`src/sv/cpu65_pkg.sv`:
```
package cpu65_pkg;

    typedef enum logic [5:0] {
        F_ADC = 6'd0,  F_AND = 6'd1,  F_ASL = 6'd2,  F_BCC = 6'd3,
        F_BCS = 6'd4,  F_BEQ = 6'd5,  F_BIT = 6'd6,  F_BMI = 6'd7,
        F_BNE = 6'd8,  F_BPL = 6'd9,  F_BRK = 6'd10, F_BVC = 6'd11,
        F_BVS = 6'd12, F_CLC = 6'd13, F_CLD = 6'd14, F_CLI = 6'd15,
        F_CLV = 6'd16, F_CMP = 6'd17, F_CPX = 6'd18, F_CPY = 6'd19,
        F_DEC = 6'd20, F_DEX = 6'd21, F_DEY = 6'd22, F_EOR = 6'd23,
        F_INC = 6'd24, F_INX = 6'd25, F_INY = 6'd26, F_JMP = 6'd27,
        F_JSR = 6'd28, F_LDA = 6'd29, F_LDX = 6'd30, F_LDY = 6'd31,
        F_LSR = 6'd32, F_NOP = 6'd33, F_ORA = 6'd34, F_PHA = 6'd35,
        F_PHP = 6'd36, F_PLA = 6'd37, F_PLP = 6'd38, F_ROL = 6'd39,
        F_ROR = 6'd40, F_RTI = 6'd41, F_RTS = 6'd42, F_SBC = 6'd43,
        F_SEC = 6'd44, F_SED = 6'd45, F_SEI = 6'd46, F_STA = 6'd47,
        F_STX = 6'd48, F_STY = 6'd49, F_TAX = 6'd50, F_TAY = 6'd51,
        F_TSX = 6'd52, F_TXA = 6'd53, F_TXS = 6'd54, F_TYA = 6'd55,
        F_XXX = 6'd56
    } t_func;

    localparam logic [7:0] FL_C = 8'h01;
    localparam logic [7:0] FL_Z = 8'h02;
    localparam logic [7:0] FL_I = 8'h04;
    localparam logic [7:0] FL_D = 8'h08;
    localparam logic [7:0] FL_B = 8'h10;
    localparam logic [7:0] FL_U = 8'h20;
    localparam logic [7:0] FL_V = 8'h40;
    localparam logic [7:0] FL_N = 8'h80;

    typedef struct packed {
        logic [5:0]        func;
        logic [7:0]        operand;
        logic [15:0]       eff_address;
        logic signed [7:0] branch_offset;
        logic [15:0]       pc_in;
        logic              acc_mode;
    } t_in_word;

    typedef struct packed {
        logic [15:0] pc_out;
        logic        mem_write;
        logic [15:0] mem_addr;
        logic [7:0]  mem_data;
        logic [7:0]  status_out;
        logic [7:0]  acc_out;
        logic [7:0]  x_out;
        logic [7:0]  y_out;
        logic [7:0]  sp_out;
        logic [1:0]  extra_cycles;
        logic        may_add_cycle;
        logic        illegal;
    } t_out_word;

    typedef struct packed {
        logic [7:0] a;
        logic [7:0] x;
        logic [7:0] y;
        logic [7:0] sp;
        logic [7:0] p;
    } t_regs;

    typedef struct packed {
        logic [1:0]      count;
        logic [2:0][7:0] data;
    } t_push;

endpackage

```
`src/sv/cpu6502_execute_unit.sv`:
```
// Execute stage of a 6502 core, binary arithmetic only. One decoded word
// enters per cycle when the input register is empty or its word commits,
// which needs the result register free or being drained; the word is taken
// into the input register and its result is registered when the word commits,
// so the sustained rate is one word per cycle while the output is not stalled.
// The stack page lives in four byte-interleaved banks so that up to three
// pushes or pulls complete in the same cycle; pull data is read ahead into a
// register from the stack pointer the executing word leaves behind, with
// bypass of same-cycle writes. break_vector is written through i_cfg_we/i_cfg_data.
module cpu6502_execute_unit #(
    parameter int STACK_DEPTH = 256
) (
    input  logic                 i_clk,
    input  logic                 i_rst_n,
    input  logic                 i_cfg_we,
    input  logic [15:0]          i_cfg_data,
    input  logic                 i_in_valid,
    output logic                 o_in_ready,
    input  cpu65_pkg::t_in_word  i_in_word,
    output logic                 o_out_valid,
    input  logic                 i_out_ready,
    output cpu65_pkg::t_out_word o_out_word
);

    logic                 r_in_valid, r_out_valid;
    cpu65_pkg::t_in_word  r_in;
    cpu65_pkg::t_out_word r_out;
    cpu65_pkg::t_regs     r_regs, n_regs;
    logic [15:0]          r_bv;
    cpu65_pkg::t_push     push;
    cpu65_pkg::t_out_word n_out;
    logic [2:0][7:0]      pull;
    logic                 commit;

    assign commit      = r_in_valid && (!r_out_valid || i_out_ready);
    assign o_in_ready  = !r_in_valid || commit;
    assign o_out_valid = r_out_valid;
    assign o_out_word  = r_out;

    cpu65_exec u_exec (
        .i_word         (r_in),
        .i_regs         (r_regs),
        .i_break_vector (r_bv),
        .i_pull         (pull),
        .o_regs         (n_regs),
        .o_push         (push),
        .o_word         (n_out)
    );

    cpu65_stack #(.STACK_DEPTH(STACK_DEPTH)) u_stack (
        .i_clk     (i_clk),
        .i_we      (commit),
        .i_wr_base (r_regs.sp),
        .i_push    (push),
        .i_rd_base (commit ? n_regs.sp : r_regs.sp),
        .o_pull    (pull)
    );

    always_ff @(posedge i_clk) begin
        if (!i_rst_n) begin
            r_in_valid  <= 1'b0;
            r_out_valid <= 1'b0;
            r_regs      <= '0;
            r_bv        <= 16'h0000;
        end else begin
            if (i_cfg_we) begin
                r_bv <= i_cfg_data;
            end
            if (o_in_ready) begin
                r_in_valid <= i_in_valid;
            end
            if (commit) begin
                r_regs      <= n_regs;
                r_out_valid <= 1'b1;
            end else if (i_out_ready) begin
                r_out_valid <= 1'b0;
            end
        end
        if (o_in_ready && i_in_valid) begin
            r_in <= i_in_word;
        end
        if (commit) begin
            r_out <= n_out;
        end
    end

endmodule

```
`src/sv/cpu65_stack.sv`:
```
module cpu65_stack #(
    parameter int STACK_DEPTH = 256
) (
    input  logic              i_clk,
    input  logic              i_we,
    input  logic [7:0]        i_wr_base,
    input  cpu65_pkg::t_push  i_push,
    input  logic [7:0]        i_rd_base,
    output logic [2:0][7:0]   o_pull
);

    localparam int IDX_W  = $clog2(STACK_DEPTH) - 2;
    localparam int BANK_D = STACK_DEPTH / 4;

    logic [7:0] mem [4][BANK_D];
    logic [7:0] r_rd [4];
    logic [7:0] r_base;

    logic             w_en  [4];
    logic [IDX_W-1:0] w_idx [4];
    logic [7:0]       w_dat [4];
    logic [IDX_W-1:0] rd_idx[4];

    always_comb begin
        logic [7:0] a;
        for (int b = 0; b < 4; b++) begin
            w_en[b]   = 1'b0;
            w_idx[b]  = '0;
            w_dat[b]  = '0;
            rd_idx[b] = '0;
            for (int k = 0; k < 3; k++) begin
                a = i_wr_base - 8'(k);
                if (i_we && (2'(k) < i_push.count) && (a[1:0] == 2'(b))) begin
                    w_en[b]  = 1'b1;
                    w_idx[b] = a[IDX_W+1:2];
                    w_dat[b] = i_push.data[k];
                end
            end
            for (int k = 1; k < 5; k++) begin
                a = i_rd_base + 8'(k);
                if (a[1:0] == 2'(b)) begin
                    rd_idx[b] = a[IDX_W+1:2];
                end
            end
        end
    end

    always_ff @(posedge i_clk) begin
        for (int b = 0; b < 4; b++) begin
            if (w_en[b]) begin
                mem[b][w_idx[b]] <= w_dat[b];
            end
            if (w_en[b] && (w_idx[b] == rd_idx[b])) begin
                r_rd[b] <= w_dat[b];
            end else begin
                r_rd[b] <= mem[b][rd_idx[b]];
            end
        end
        r_base <= i_rd_base;
    end

    always_comb begin
        logic [7:0] a;
        for (int k = 0; k < 3; k++) begin
            a = r_base + 8'(k + 1);
            o_pull[k] = r_rd[a[1:0]];
        end
    end

endmodule

```
`src/sv/cpu65_exec.sv`:
```
module cpu65_exec (
    input  cpu65_pkg::t_in_word  i_word,
    input  cpu65_pkg::t_regs     i_regs,
    input  logic [15:0]          i_break_vector,
    input  logic [2:0][7:0]      i_pull,
    output cpu65_pkg::t_regs     o_regs,
    output cpu65_pkg::t_push     o_push,
    output cpu65_pkg::t_out_word o_word
);

    logic [7:0]  m, r, mm, cmp_reg, p;
    logic [8:0]  sum, diff;
    logic [15:0] pc, npc, ret, bra;
    logic        wr, may, ill, take, is_br, is_sh, is_add, is_cmp, zn_r;
    logic [15:0] waddr;
    logic [7:0]  wdata;
    cpu65_pkg::t_regs s;

    assign pc  = i_word.pc_in;
    assign m   = i_word.acc_mode ? i_regs.a : i_word.operand;
    assign p   = i_regs.p;
    assign bra = pc + {{8{i_word.branch_offset[7]}}, i_word.branch_offset};

    always_comb begin
        s       = i_regs;
        npc     = pc;
        wr      = 1'b0;
        may     = 1'b0;
        ill     = 1'b0;
        take    = 1'b0;
        is_br   = 1'b0;
        is_sh   = 1'b0;
        is_add  = 1'b0;
        is_cmp  = 1'b0;
        zn_r    = 1'b0;
        waddr   = 16'h0000;
        wdata   = 8'h00;
        r       = 8'h00;
        mm      = m;
        cmp_reg = i_regs.a;
        ret     = pc + 16'd1;
        o_push  = '0;
        unique case (cpu65_pkg::t_func'(i_word.func))
            cpu65_pkg::F_ADC: begin is_add = 1'b1; may = 1'b1; end
            cpu65_pkg::F_SBC: begin is_add = 1'b1; may = 1'b1; mm = ~m; end
            cpu65_pkg::F_AND: begin s.a = i_regs.a & m; may = 1'b1; end
            cpu65_pkg::F_EOR: begin s.a = i_regs.a ^ m; may = 1'b1; end
            cpu65_pkg::F_ORA: begin s.a = i_regs.a | m; may = 1'b1; end
            cpu65_pkg::F_ASL: begin
                s.p[0] = m[7]; r = {m[6:0], 1'b0}; is_sh = 1'b1;
            end
            cpu65_pkg::F_LSR: begin
                s.p[0] = m[0]; r = {1'b0, m[7:1]}; is_sh = 1'b1;
            end
            cpu65_pkg::F_ROL: begin
                s.p[0] = m[7]; r = {m[6:0], p[0]}; is_sh = 1'b1;
            end
            cpu65_pkg::F_ROR: begin
                s.p[0] = m[0]; r = {p[0], m[7:1]}; is_sh = 1'b1;
            end
            cpu65_pkg::F_BCC: begin is_br = 1'b1; take = ~p[0]; end
            cpu65_pkg::F_BCS: begin is_br = 1'b1; take = p[0]; end
            cpu65_pkg::F_BEQ: begin is_br = 1'b1; take = p[1]; end
            cpu65_pkg::F_BNE: begin is_br = 1'b1; take = ~p[1]; end
            cpu65_pkg::F_BMI: begin is_br = 1'b1; take = p[7]; end
            cpu65_pkg::F_BPL: begin is_br = 1'b1; take = ~p[7]; end
            cpu65_pkg::F_BVC: begin is_br = 1'b1; take = ~p[6]; end
            cpu65_pkg::F_BVS: begin is_br = 1'b1; take = p[6]; end
            cpu65_pkg::F_BIT: begin
                s.p[6] = m[6]; s.p[7] = m[7]; s.p[1] = ((i_regs.a & m) == 8'h00);
            end
            cpu65_pkg::F_BRK: begin
                o_push.count   = 2'd3;
                o_push.data[0] = ret[15:8];
                o_push.data[1] = ret[7:0];
                o_push.data[2] = p | cpu65_pkg::FL_B | cpu65_pkg::FL_U;
                s.sp = i_regs.sp - 8'd3;
                s.p  = (p | cpu65_pkg::FL_I) & ~cpu65_pkg::FL_B;
                npc  = i_break_vector;
            end
            cpu65_pkg::F_CLC: s.p = p & ~cpu65_pkg::FL_C;
            cpu65_pkg::F_CLD: s.p = p & ~cpu65_pkg::FL_D;
            cpu65_pkg::F_CLI: s.p = p & ~cpu65_pkg::FL_I;
            cpu65_pkg::F_CLV: s.p = p & ~cpu65_pkg::FL_V;
            cpu65_pkg::F_SEC: s.p = p | cpu65_pkg::FL_C;
            cpu65_pkg::F_SED: s.p = p | cpu65_pkg::FL_D;
            cpu65_pkg::F_SEI: s.p = p | cpu65_pkg::FL_I;
            cpu65_pkg::F_CMP: begin is_cmp = 1'b1; may = 1'b1; end
            cpu65_pkg::F_CPX: begin is_cmp = 1'b1; cmp_reg = i_regs.x; end
            cpu65_pkg::F_CPY: begin is_cmp = 1'b1; cmp_reg = i_regs.y; end
            cpu65_pkg::F_DEC: begin
                r = m - 8'd1; zn_r = 1'b1; wr = 1'b1; waddr = i_word.eff_address; wdata = r;
            end
            cpu65_pkg::F_INC: begin
                r = m + 8'd1; zn_r = 1'b1; wr = 1'b1; waddr = i_word.eff_address; wdata = r;
            end
            cpu65_pkg::F_DEX: s.x = i_regs.x - 8'd1;
            cpu65_pkg::F_DEY: s.y = i_regs.y - 8'd1;
            cpu65_pkg::F_INX: s.x = i_regs.x + 8'd1;
            cpu65_pkg::F_INY: s.y = i_regs.y + 8'd1;
            cpu65_pkg::F_JMP: npc = i_word.eff_address;
            cpu65_pkg::F_JSR: begin
                ret            = pc - 16'd1;
                o_push.count   = 2'd2;
                o_push.data[0] = ret[15:8];
                o_push.data[1] = ret[7:0];
                s.sp = i_regs.sp - 8'd2;
                npc  = i_word.eff_address;
            end
            cpu65_pkg::F_LDA: begin s.a = m; may = 1'b1; end
            cpu65_pkg::F_LDX: begin s.x = m; may = 1'b1; end
            cpu65_pkg::F_LDY: begin s.y = m; may = 1'b1; end
            cpu65_pkg::F_NOP: ;
            cpu65_pkg::F_PHA: begin
                o_push.count = 2'd1; o_push.data[0] = i_regs.a; s.sp = i_regs.sp - 8'd1;
            end
            cpu65_pkg::F_PHP: begin
                o_push.count   = 2'd1;
                o_push.data[0] = p | cpu65_pkg::FL_B | cpu65_pkg::FL_U;
                s.sp = i_regs.sp - 8'd1;
                s.p  = p & ~(cpu65_pkg::FL_B | cpu65_pkg::FL_U);
            end
            cpu65_pkg::F_PLA: begin s.a = i_pull[0]; s.sp = i_regs.sp + 8'd1; end
            cpu65_pkg::F_PLP: begin
                s.p = i_pull[0] | cpu65_pkg::FL_B; s.sp = i_regs.sp + 8'd1;
            end
            cpu65_pkg::F_RTI: begin
                s.p  = i_pull[0] & ~(cpu65_pkg::FL_B | cpu65_pkg::FL_U);
                npc  = {i_pull[2], i_pull[1]};
                s.sp = i_regs.sp + 8'd3;
            end
            cpu65_pkg::F_RTS: begin
                npc  = {i_pull[1], i_pull[0]} + 16'd1;
                s.sp = i_regs.sp + 8'd2;
            end
            cpu65_pkg::F_STA: begin wr = 1'b1; waddr = i_word.eff_address; wdata = i_regs.a; end
            cpu65_pkg::F_STX: begin wr = 1'b1; waddr = i_word.eff_address; wdata = i_regs.x; end
            cpu65_pkg::F_STY: begin wr = 1'b1; waddr = i_word.eff_address; wdata = i_regs.y; end
            cpu65_pkg::F_TAX: s.x = i_regs.a;
            cpu65_pkg::F_TAY: s.y = i_regs.a;
            cpu65_pkg::F_TSX: s.x = i_regs.sp;
            cpu65_pkg::F_TXA: s.a = i_regs.x;
            cpu65_pkg::F_TXS: s.sp = i_regs.x;
            cpu65_pkg::F_TYA: s.a = i_regs.y;
            default: ill = 1'b1;
        endcase

        sum  = {1'b0, i_regs.a} + {1'b0, mm} + {8'h00, p[0]};
        diff = {1'b0, cmp_reg} - {1'b0, m};

        if (is_add) begin
            s.a    = sum[7:0];
            s.p[0] = sum[8];
            s.p[6] = ~(i_regs.a[7] ^ mm[7]) & (i_regs.a[7] ^ sum[7]);
        end

        if (is_cmp) begin
            s.p[0] = ~diff[8];
            s.p[1] = (diff[7:0] == 8'h00);
            s.p[7] = diff[7];
        end
        if (is_sh || zn_r) begin
            s.p[1] = (r == 8'h00);
            s.p[7] = r[7];
        end
        if (is_sh) begin
            if (i_word.acc_mode) begin
                s.a = r;
            end else begin
                wr = 1'b1; waddr = i_word.eff_address; wdata = r;
            end
        end
        unique case (cpu65_pkg::t_func'(i_word.func))
            cpu65_pkg::F_ADC, cpu65_pkg::F_SBC, cpu65_pkg::F_AND, cpu65_pkg::F_EOR,
            cpu65_pkg::F_ORA, cpu65_pkg::F_LDA, cpu65_pkg::F_PLA, cpu65_pkg::F_TXA,
            cpu65_pkg::F_TYA: begin
                s.p[1] = (s.a == 8'h00); s.p[7] = s.a[7];
            end
            cpu65_pkg::F_DEX, cpu65_pkg::F_INX, cpu65_pkg::F_LDX, cpu65_pkg::F_TAX,
            cpu65_pkg::F_TSX: begin
                s.p[1] = (s.x == 8'h00); s.p[7] = s.x[7];
            end
            cpu65_pkg::F_DEY, cpu65_pkg::F_INY, cpu65_pkg::F_LDY, cpu65_pkg::F_TAY: begin
                s.p[1] = (s.y == 8'h00); s.p[7] = s.y[7];
            end
            default: ;
        endcase

        o_word = '0;
        if (is_br && take) begin
            npc = bra;
            o_word.extra_cycles = (bra[15:8] != pc[15:8]) ? 2'd2 : 2'd1;
        end
        o_word.pc_out        = npc;
        o_word.mem_write     = wr;
        o_word.mem_addr      = wr ? waddr : 16'h0000;
        o_word.mem_data      = wr ? wdata : 8'h00;
        o_word.status_out    = s.p;
        o_word.acc_out       = s.a;
        o_word.x_out         = s.x;
        o_word.y_out         = s.y;
        o_word.sp_out        = s.sp;
        o_word.may_add_cycle = may;
        o_word.illegal       = ill;
        o_regs               = s;
    end

endmodule
```
`config.mk`:
```
export PLATFORM = sky130hd
export DESIGN_NAME = cpu6502_execute_unit
export DESIGN_NICKNAME = d
export VERILOG_FILES = /design/src/sv/cpu65_pkg.sv /design/src/sv/cpu6502_execute_unit.sv /design/src/sv/cpu65_stack.sv /design/src/sv/cpu65_exec.sv
export SDC_FILE = /design/constraint.sdc
export NUM_CORES = 2
export LEC_CHECK = 0
export ABC_CLOCK_PERIOD_IN_PS = 8740
export BUFFER_PORTS_ARGS = -buffer_cell sky130_fd_sc_hd__buf_2
export CORE_UTILIZATION = 50
export DETAILED_ROUTE_END_ITERATION = 6
export PLACE_DENSITY = 0.66
export SYNTH_ARGS = -nofsm -noshare
export SYNTH_HDL_FRONTEND = slang
export SYNTH_SLANG_ARGS = --single-unit
```
`constraint.sdc`:
```
create_clock -name i_clk -period 8.74 [get_ports i_clk]
set_input_delay 1.748 -clock i_clk [delete_from_list [all_inputs] [get_ports i_clk]]
set_output_delay 1.748 -clock i_clk [all_outputs]
set_load 0.01 [all_outputs]
```
* Yosys cells after proc, flatten, opt, wreduce, memory -nomap -nowiden
Memories as Yosys holds them, arrays and structs flattened.
Index checks and enable logic that the tools add are counted.
** Storage, ports and cells
- Flip-flop bits (word level) :: 200
- Bits in latches :: 0
- Bits in writable memories :: 2080
- ROM bits :: 0
- Output and inout port bits :: 87
- Word-level logic and storage cells :: 385
- Memories kept :: 2
** Cells by class
- Add/subtract/negate cells :: 26
- $mul :: 0
- Divide/modulo/power cells :: 0
- Magnitude comparators :: 15
- Equality and inequality tests :: 81
- Shift-type cells :: 0
- Multiplexer cells :: 146
- Bitwise operators :: 25
- Reductions and logical operators :: 63
** Memory list
- u_stack.mem :: words 4, bits a word 512, rd ports 4, clocked after Yosys merged registers in 0, wr ports 4, RTL line cpu65_stack.sv:15 : logic [7:0] mem [4][BANK_D];
- u_stack.r_rd :: words 4, bits a word 8, rd ports 3, clocked after Yosys merged registers in 0, wr ports 4, RTL line cpu65_stack.sv:16 : logic [7:0] r_rd [4];
** Operators with widths (number)
- two-way mux 512 bit :: 4
- two-way mux 8 bit :: 37
- binary-select mux 8 bit (select 6 bit) :: 4
- demux 8 bit (select 6 bit) :: 4
- two-way mux 6 bit :: 28
- == test 6 bit (second input constant) :: 24
- one-hot mux 8 bit (7 select lines) :: 2
- == test 6 x 5 -> 1 bit (second input constant) :: 16
- one-hot mux 8 bit (5 select lines) :: 2
- two-way mux 16 bit :: 4
- one-hot mux 16 bit (4 select lines) :: 1
- one-hot mux 8 bit (4 select lines) :: 2
- greater-or-equal comparator 7 bit (second input constant) :: 8
- NOT 6 -> 7 bit :: 8
- OR reduction 56 bit :: 1
- == test 6 x 4 -> 1 bit (second input constant) :: 8
- zero test 8 bit :: 6
- one-hot mux 8 bit (6 select lines) :: 1
- two-way mux 1 bit :: 45
- adder 8 x 1 -> 8 bit (second input constant) :: 5
- adder 16 x 1 -> 16 bit (second input constant) :: 2
- adder 8 x 2 -> 8 bit (second input constant) :: 4
- one-hot mux 4 bit (8 select lines) :: 1
- one-hot mux 8 bit (2 select lines) :: 2
- 46 further kinds :: 137

* Depth between registers and ports, before layout
- Word-level depth :: 15
- Depth in mapped cells :: 29

* Modules after synthesis
A second synthesis with hierarchy kept.
** Unflattened totals
- Cells, all modules :: 6163
- Area total of the unflattened synthesis :: 98485.7 µm²
** By module, submodules not included
- cpu65_stack :: times used 1, cells each 4535, area each 83525.1 µm², seq. area each 62179.6 µm²
- cpu65_exec :: times used 1, cells each 1244, area each 8376.8 µm², seq. area each 0.0 µm²
- cpu6502_execute_unit :: times used 1, cells each 384, area each 6583.8 µm², seq. area each 5365.1 µm²

* Worst setup path after synthesis
OpenSTA, ideal clock, no wires.
- Path kind :: input-to-reg
- Start :: input port i_out_ready
- End :: memory u_stack.mem[3][107] (netlist name) (data pin)
- Library setup time :: 0.708 ns
- Data arrival time :: 6.023 ns
- Required time :: 8.032 ns
- Slack :: 2.009 ns
- Stages on the path :: 10
- Cell sequence :: nor2b_1 -> nand2b_1 -> clkbuf_1 -> inv_1 -> clkbuf_1 -> clkbuf_1 -> nand3_1 -> nand3_1 -> o22a_1 -> o21ai_0
** RTL lines
- start, declared :: RTL line cpu6502_execute_unit.sv:21 : input logic i_out_ready,
- end, declared :: RTL line cpu65_stack.sv:15

==> reports/summary.md <==
Post-CTS timing repair inserted 0 buffers for setup. For this run, the total global-route usage over all layers was measured as 27.5%. In the synthesized netlist the async set-or-reset flop fraction comes to 0%. In this run the vertical extent of the chip is 448 µm. Setup repair after global routing left no endpoint under its margin.

The number of cells on the worst reg-to-reg path was 23; the clock tree buffer depth was 3. The tool flagged a number of max-cap violations equal to 0. The count of final setup violators came out at 0. From synthesis to final layout, the design area changed by 11.4%. Synthesized flop and latch total: 2280.

Share of final-layout standard cells stronger than drive strength 1: 13.9%. Dividing the detail-routed wire length by the instance count gives 27.7 µm. For this run, the slowest stage of the critical path takes 1.15 ns. The run gives 0 as the count of cells resized by post-cts repair. The critical path data arrival time is 8.63 ns, and the final clock period utilization by the worst path is 89.4%. Summing all non-filler instances in the final layout gives an area of 111000 µm². After technology mapping, the gate count stands at 7040.

IR analysis of the VDD net gives a maximum drop of 0.000211 V. The clock buffer count from CTS is 225, and the maximum level of the CTS H-tree is 4. The number of iterations in the first detailed-routing pass is 7. The global placer's final weighted congestion was 0.978. The residual overflow from global routing came out at 0. The fmax was 128 MHz. The clock-pin transition on the worst setup and hold timing paths is 0.07 ns. Class of the tightest hold or removal check: reg -> reg.

The initial core utilization came out at 50.3%. The worst setup path is of the reg -> reg kind. The clock tree skew after final layout came out at 0.0643 ns. The count of nets left with antenna violations once routing finished came out at 0.

The flow ran to the end, and the final reports show no timing, DRC or antenna violations. The endpoint class of the critical path is a register. The startpoint kind of the worst setup timing path was a register. The synthesized design contains 2188 enable-type register cells. TritonCTS built the clock tree. The worst path in the final design needs a cycle of 7.81 ns, including I/O delays and setup. Entering global routing, the biggest net connects 134 pins. The number of I/O pins was 163. Adding up every negative setup slack in the final design gives 0 ns.

Traced cell by cell, the critical path runs through buf_4 -> and4bb_2 -> nand2_1 -> buf_4 -> clkinv_1 -> ha_1 -> a211o_1 -> o21ai_0 -> xnor2_1 -> a211oi_1 -> a2bb2oi_1 -> inv_1 -> ha_1 -> inv_1 -> a211oi_1 -> o21ai_0 -> xnor2_2 -> buf_4 -> mux4_2 -> mux2i_1 -> a2111oi_0 -> nor3_1 -> nor3_1. Leaving out fill and tap cells, the most frequent cells in the layout are 2188 x edfxtp_1, 1108 x nand2_1, 455 x nor2_1. At the end of the flow, the number of nets in the layout was 7339. The library cell used most frequently in the layout, excluding fill and tap cells, is edfxtp_1. The final-layout worst hold slack came out at 0.482 ns. After clock tree synthesis, the flow added hold-fix buffers numbering 0. For this design, the slowest cell found on the critical path is a2111oi_0. The tools report the critical path capture point as u_stack.r_rd[2][2]. The analysis attributes to cell leakage a power of 37.6 nW. The detailed-route vias per instance works out to 6.30. The synthesized netlist contains 114 unique library cells. For the total number of yosys warnings, the log shows 0. The setup check on the worst reg-to-reg path leaves a slack of 0.93 ns. The top fanout value on the critical path was 34; the worst slew margin relative to its limit was 11.5%. The post-detailed-routing wire length was 278 mm. The run gives 9.55 ns as the required time of the critical path. In the synthesized netlist the dominant register cell turns out to be edfxtp_1. The floorplan step defined a core boundary enclosing 197000 µm².

The count of buffers from port buffering is 162. For the number of pins exceeding their max-slew limit in the final report, the log shows 0. The placed instances occupy a cell area of 103000 µm².

The clock network latency to the later pin of the worst-skew pair is 0.88 ns, and the post-synthesis net count is 7204. Ratio of total power to cell area: 213 nW/µm². CTS placed an instance of clkbuf_16 at the clock tree root. The tools report the number of global-route vias before repair as 60800. The die covers 200000 µm².

Summing over every cut layer, the via total after detailed routing is 63000. Floorplan die width: 448 µm. A synthesized cell averages 14.1 µm².

The run gives 163 as the cell row count. Slew at the pin with the worst max-slew slack: 1.29 ns. The most numerous cell type found on the critical path is buf_4. In this run the critical register-to-register path is launched from r_in[54]. Counting every sink on the clock net gives 2280. For this run, design rule violations remaining after detail routing come to 0.

The tools report the share of synthesized area occupied by flip-flops and latches as 68.0%. The logs give 7782 for the violation count after the first detailed-routing iteration and 1.02 ns for the setup slack after placement. Summed over its instances, the top area cell type makes up 66.1% of the synthesized netlist area. The biggest area contributor in the post-synthesis netlist is edfxtp_1. The path length in cells of the critical path came out at 23. For the final-report hold violation count, the log shows 0. The most critical setup path has its startpoint at r_in[54]. The post-DP HPWL is 178 mm, and the post-synth design cell area is 99300 µm². The initial antenna violation count is 5.

The cell family contributing the most delay on the critical path is compound AO/OA/AOI/OAI gates. In this run the critical register-to-register path is captured at u_stack.r_rd[2][2]. The worst setup slack after layout was 0.929 ns; the buffer and inverter count on the worst path was 6. By area the synthesized netlist is led by edfxtp_1 66%, mux4_2 5.5%, nand2_1 4.2%, mux2i_1 3.1%, dfxtp_1 1.9%.

The first global-routing pass estimated 407 mm of wire.
worst register-to-register path, delay by kind of cell (launching register included):
kind / cells / cell delay, ns
AOI/OAI and AO/OA: 7 / 2.56
adders and majority gates: 2 / 0.82
and+or+nand+nor: 4 / 0.73
buffers and inverters: 6 / 1.94
muxes: 2 / 0.37
DFF: 1 / 0.40
xor gates and xnor gates: 2 / 0.95
flip-flops by register name, summed over array words and instances, names as in the netlist:
signal          count
o_out_valid         1
o_out_word         85
r_bv               16
r_in               55
r_in_valid          1
r_regs             40
u_stack.mem      2048
u_stack.r_base      2
u_stack.r_rd       32
per-stage QoR:
step	power (mW)	std cells	util (%)
after global placement	14.2	9588	52.4
final	23.6	10000	56.1
after CTS	23.7	10000	56.1
after detailed placement	14.3	9588	52.4
after floorplan	13.6	7040	-
after global routing	24.3	10000	56.1
layer usage:
metal	vias up	GRT usage (%)	part of all wire (%)
met5	-	0	0.015
met1	31800	38.6	40
li1	27300	-	-
met2	3381	42.6	46
met4	6	9.90	3.7
met3	526	5.58	9.7
worst min path at each step:
stage	startpoint	endpoint	slack, ns	cells after the start
3_3_place_gp	r_regs[4]	r_regs[4]	0.46	2
6_report	r_regs[4]	r_regs[4]	0.48	2
3_5_place_dp	r_regs[4]	r_regs[4]	0.47	2
5_1_grt	r_regs[4]	r_regs[4]	0.51	2
4_1_cts	r_regs[4]	r_regs[4]	0.48	2
2_1_floorplan	r_regs[4]	r_regs[4]	0.44	2
synthesized netlist by cell type (19+ instances only):
cell      count
nor2b_1      61
o31ai_1      21
a311oi_1     22
a22oi_1      72
edfxtp_1   2188
nor3_1       63
a32oi_1      35
o21ai_0     141
and2_1       22
xnor2_1     109
inv_1        81
nand2_1    1109
buf_2       117
a21oi_1     193
nand2b_1     33
buf_4        38
o21ai_1      27
a221o_1      31
o211ai_1     19
nor2_1      459
nand3_1     362
o21a_1       22
mux2i_1     311
a21o_1       22
o221ai_1     38
a31oi_1      78
and3_1      108
dfxtp_1      92
mux2_2       28
nand3b_1     26
xor2_1       37
a221oi_1     46
nor3b_1      20
o22ai_1      67
clkbuf_1    211
nor4_1       26
a211oi_1     30
mux4_2      244
nand4_1      30
ha_1         81
buf_1        29
area by class of cell:
cell class / instances / area [µm²]
Fill cell: 15700 / 86800
Sequential cell: 2280 / 67500
Multi-Input combinational cell: 4263 / 30100
Clock buffer: 289 / 5950
Tap cell: 2640 / 3300
Timing Repair Buffer: 317 / 2090
Clock inverter: 130 / 1350
Inverter: 88 / 337
Antenna cell: 3 / 7.51
report_power, final:
| group | internal, mW | leakage [nW] | switching (mW) |
|---|---|---|---|
| logic | 0.727 | 12.6 | 1.28 |
| registers | 11.9 | 21.5 | 0.160 |
| clock network | 5.39 | 3.56 | 4.17 |
cell families after synthesis:
family                   share of synthesized area (%)
AO/OA/AOI/OAI                                     7.47
flip-flops                                        68.0
AND/OR/NAND/NOR                                   10.8
XOR/XNOR                                          1.33
multiplexers                                      9.02
adder cells (fa/ha/maj)                           1.16
buffers and inverters                             2.27
(Power assumes the default switching activity.)
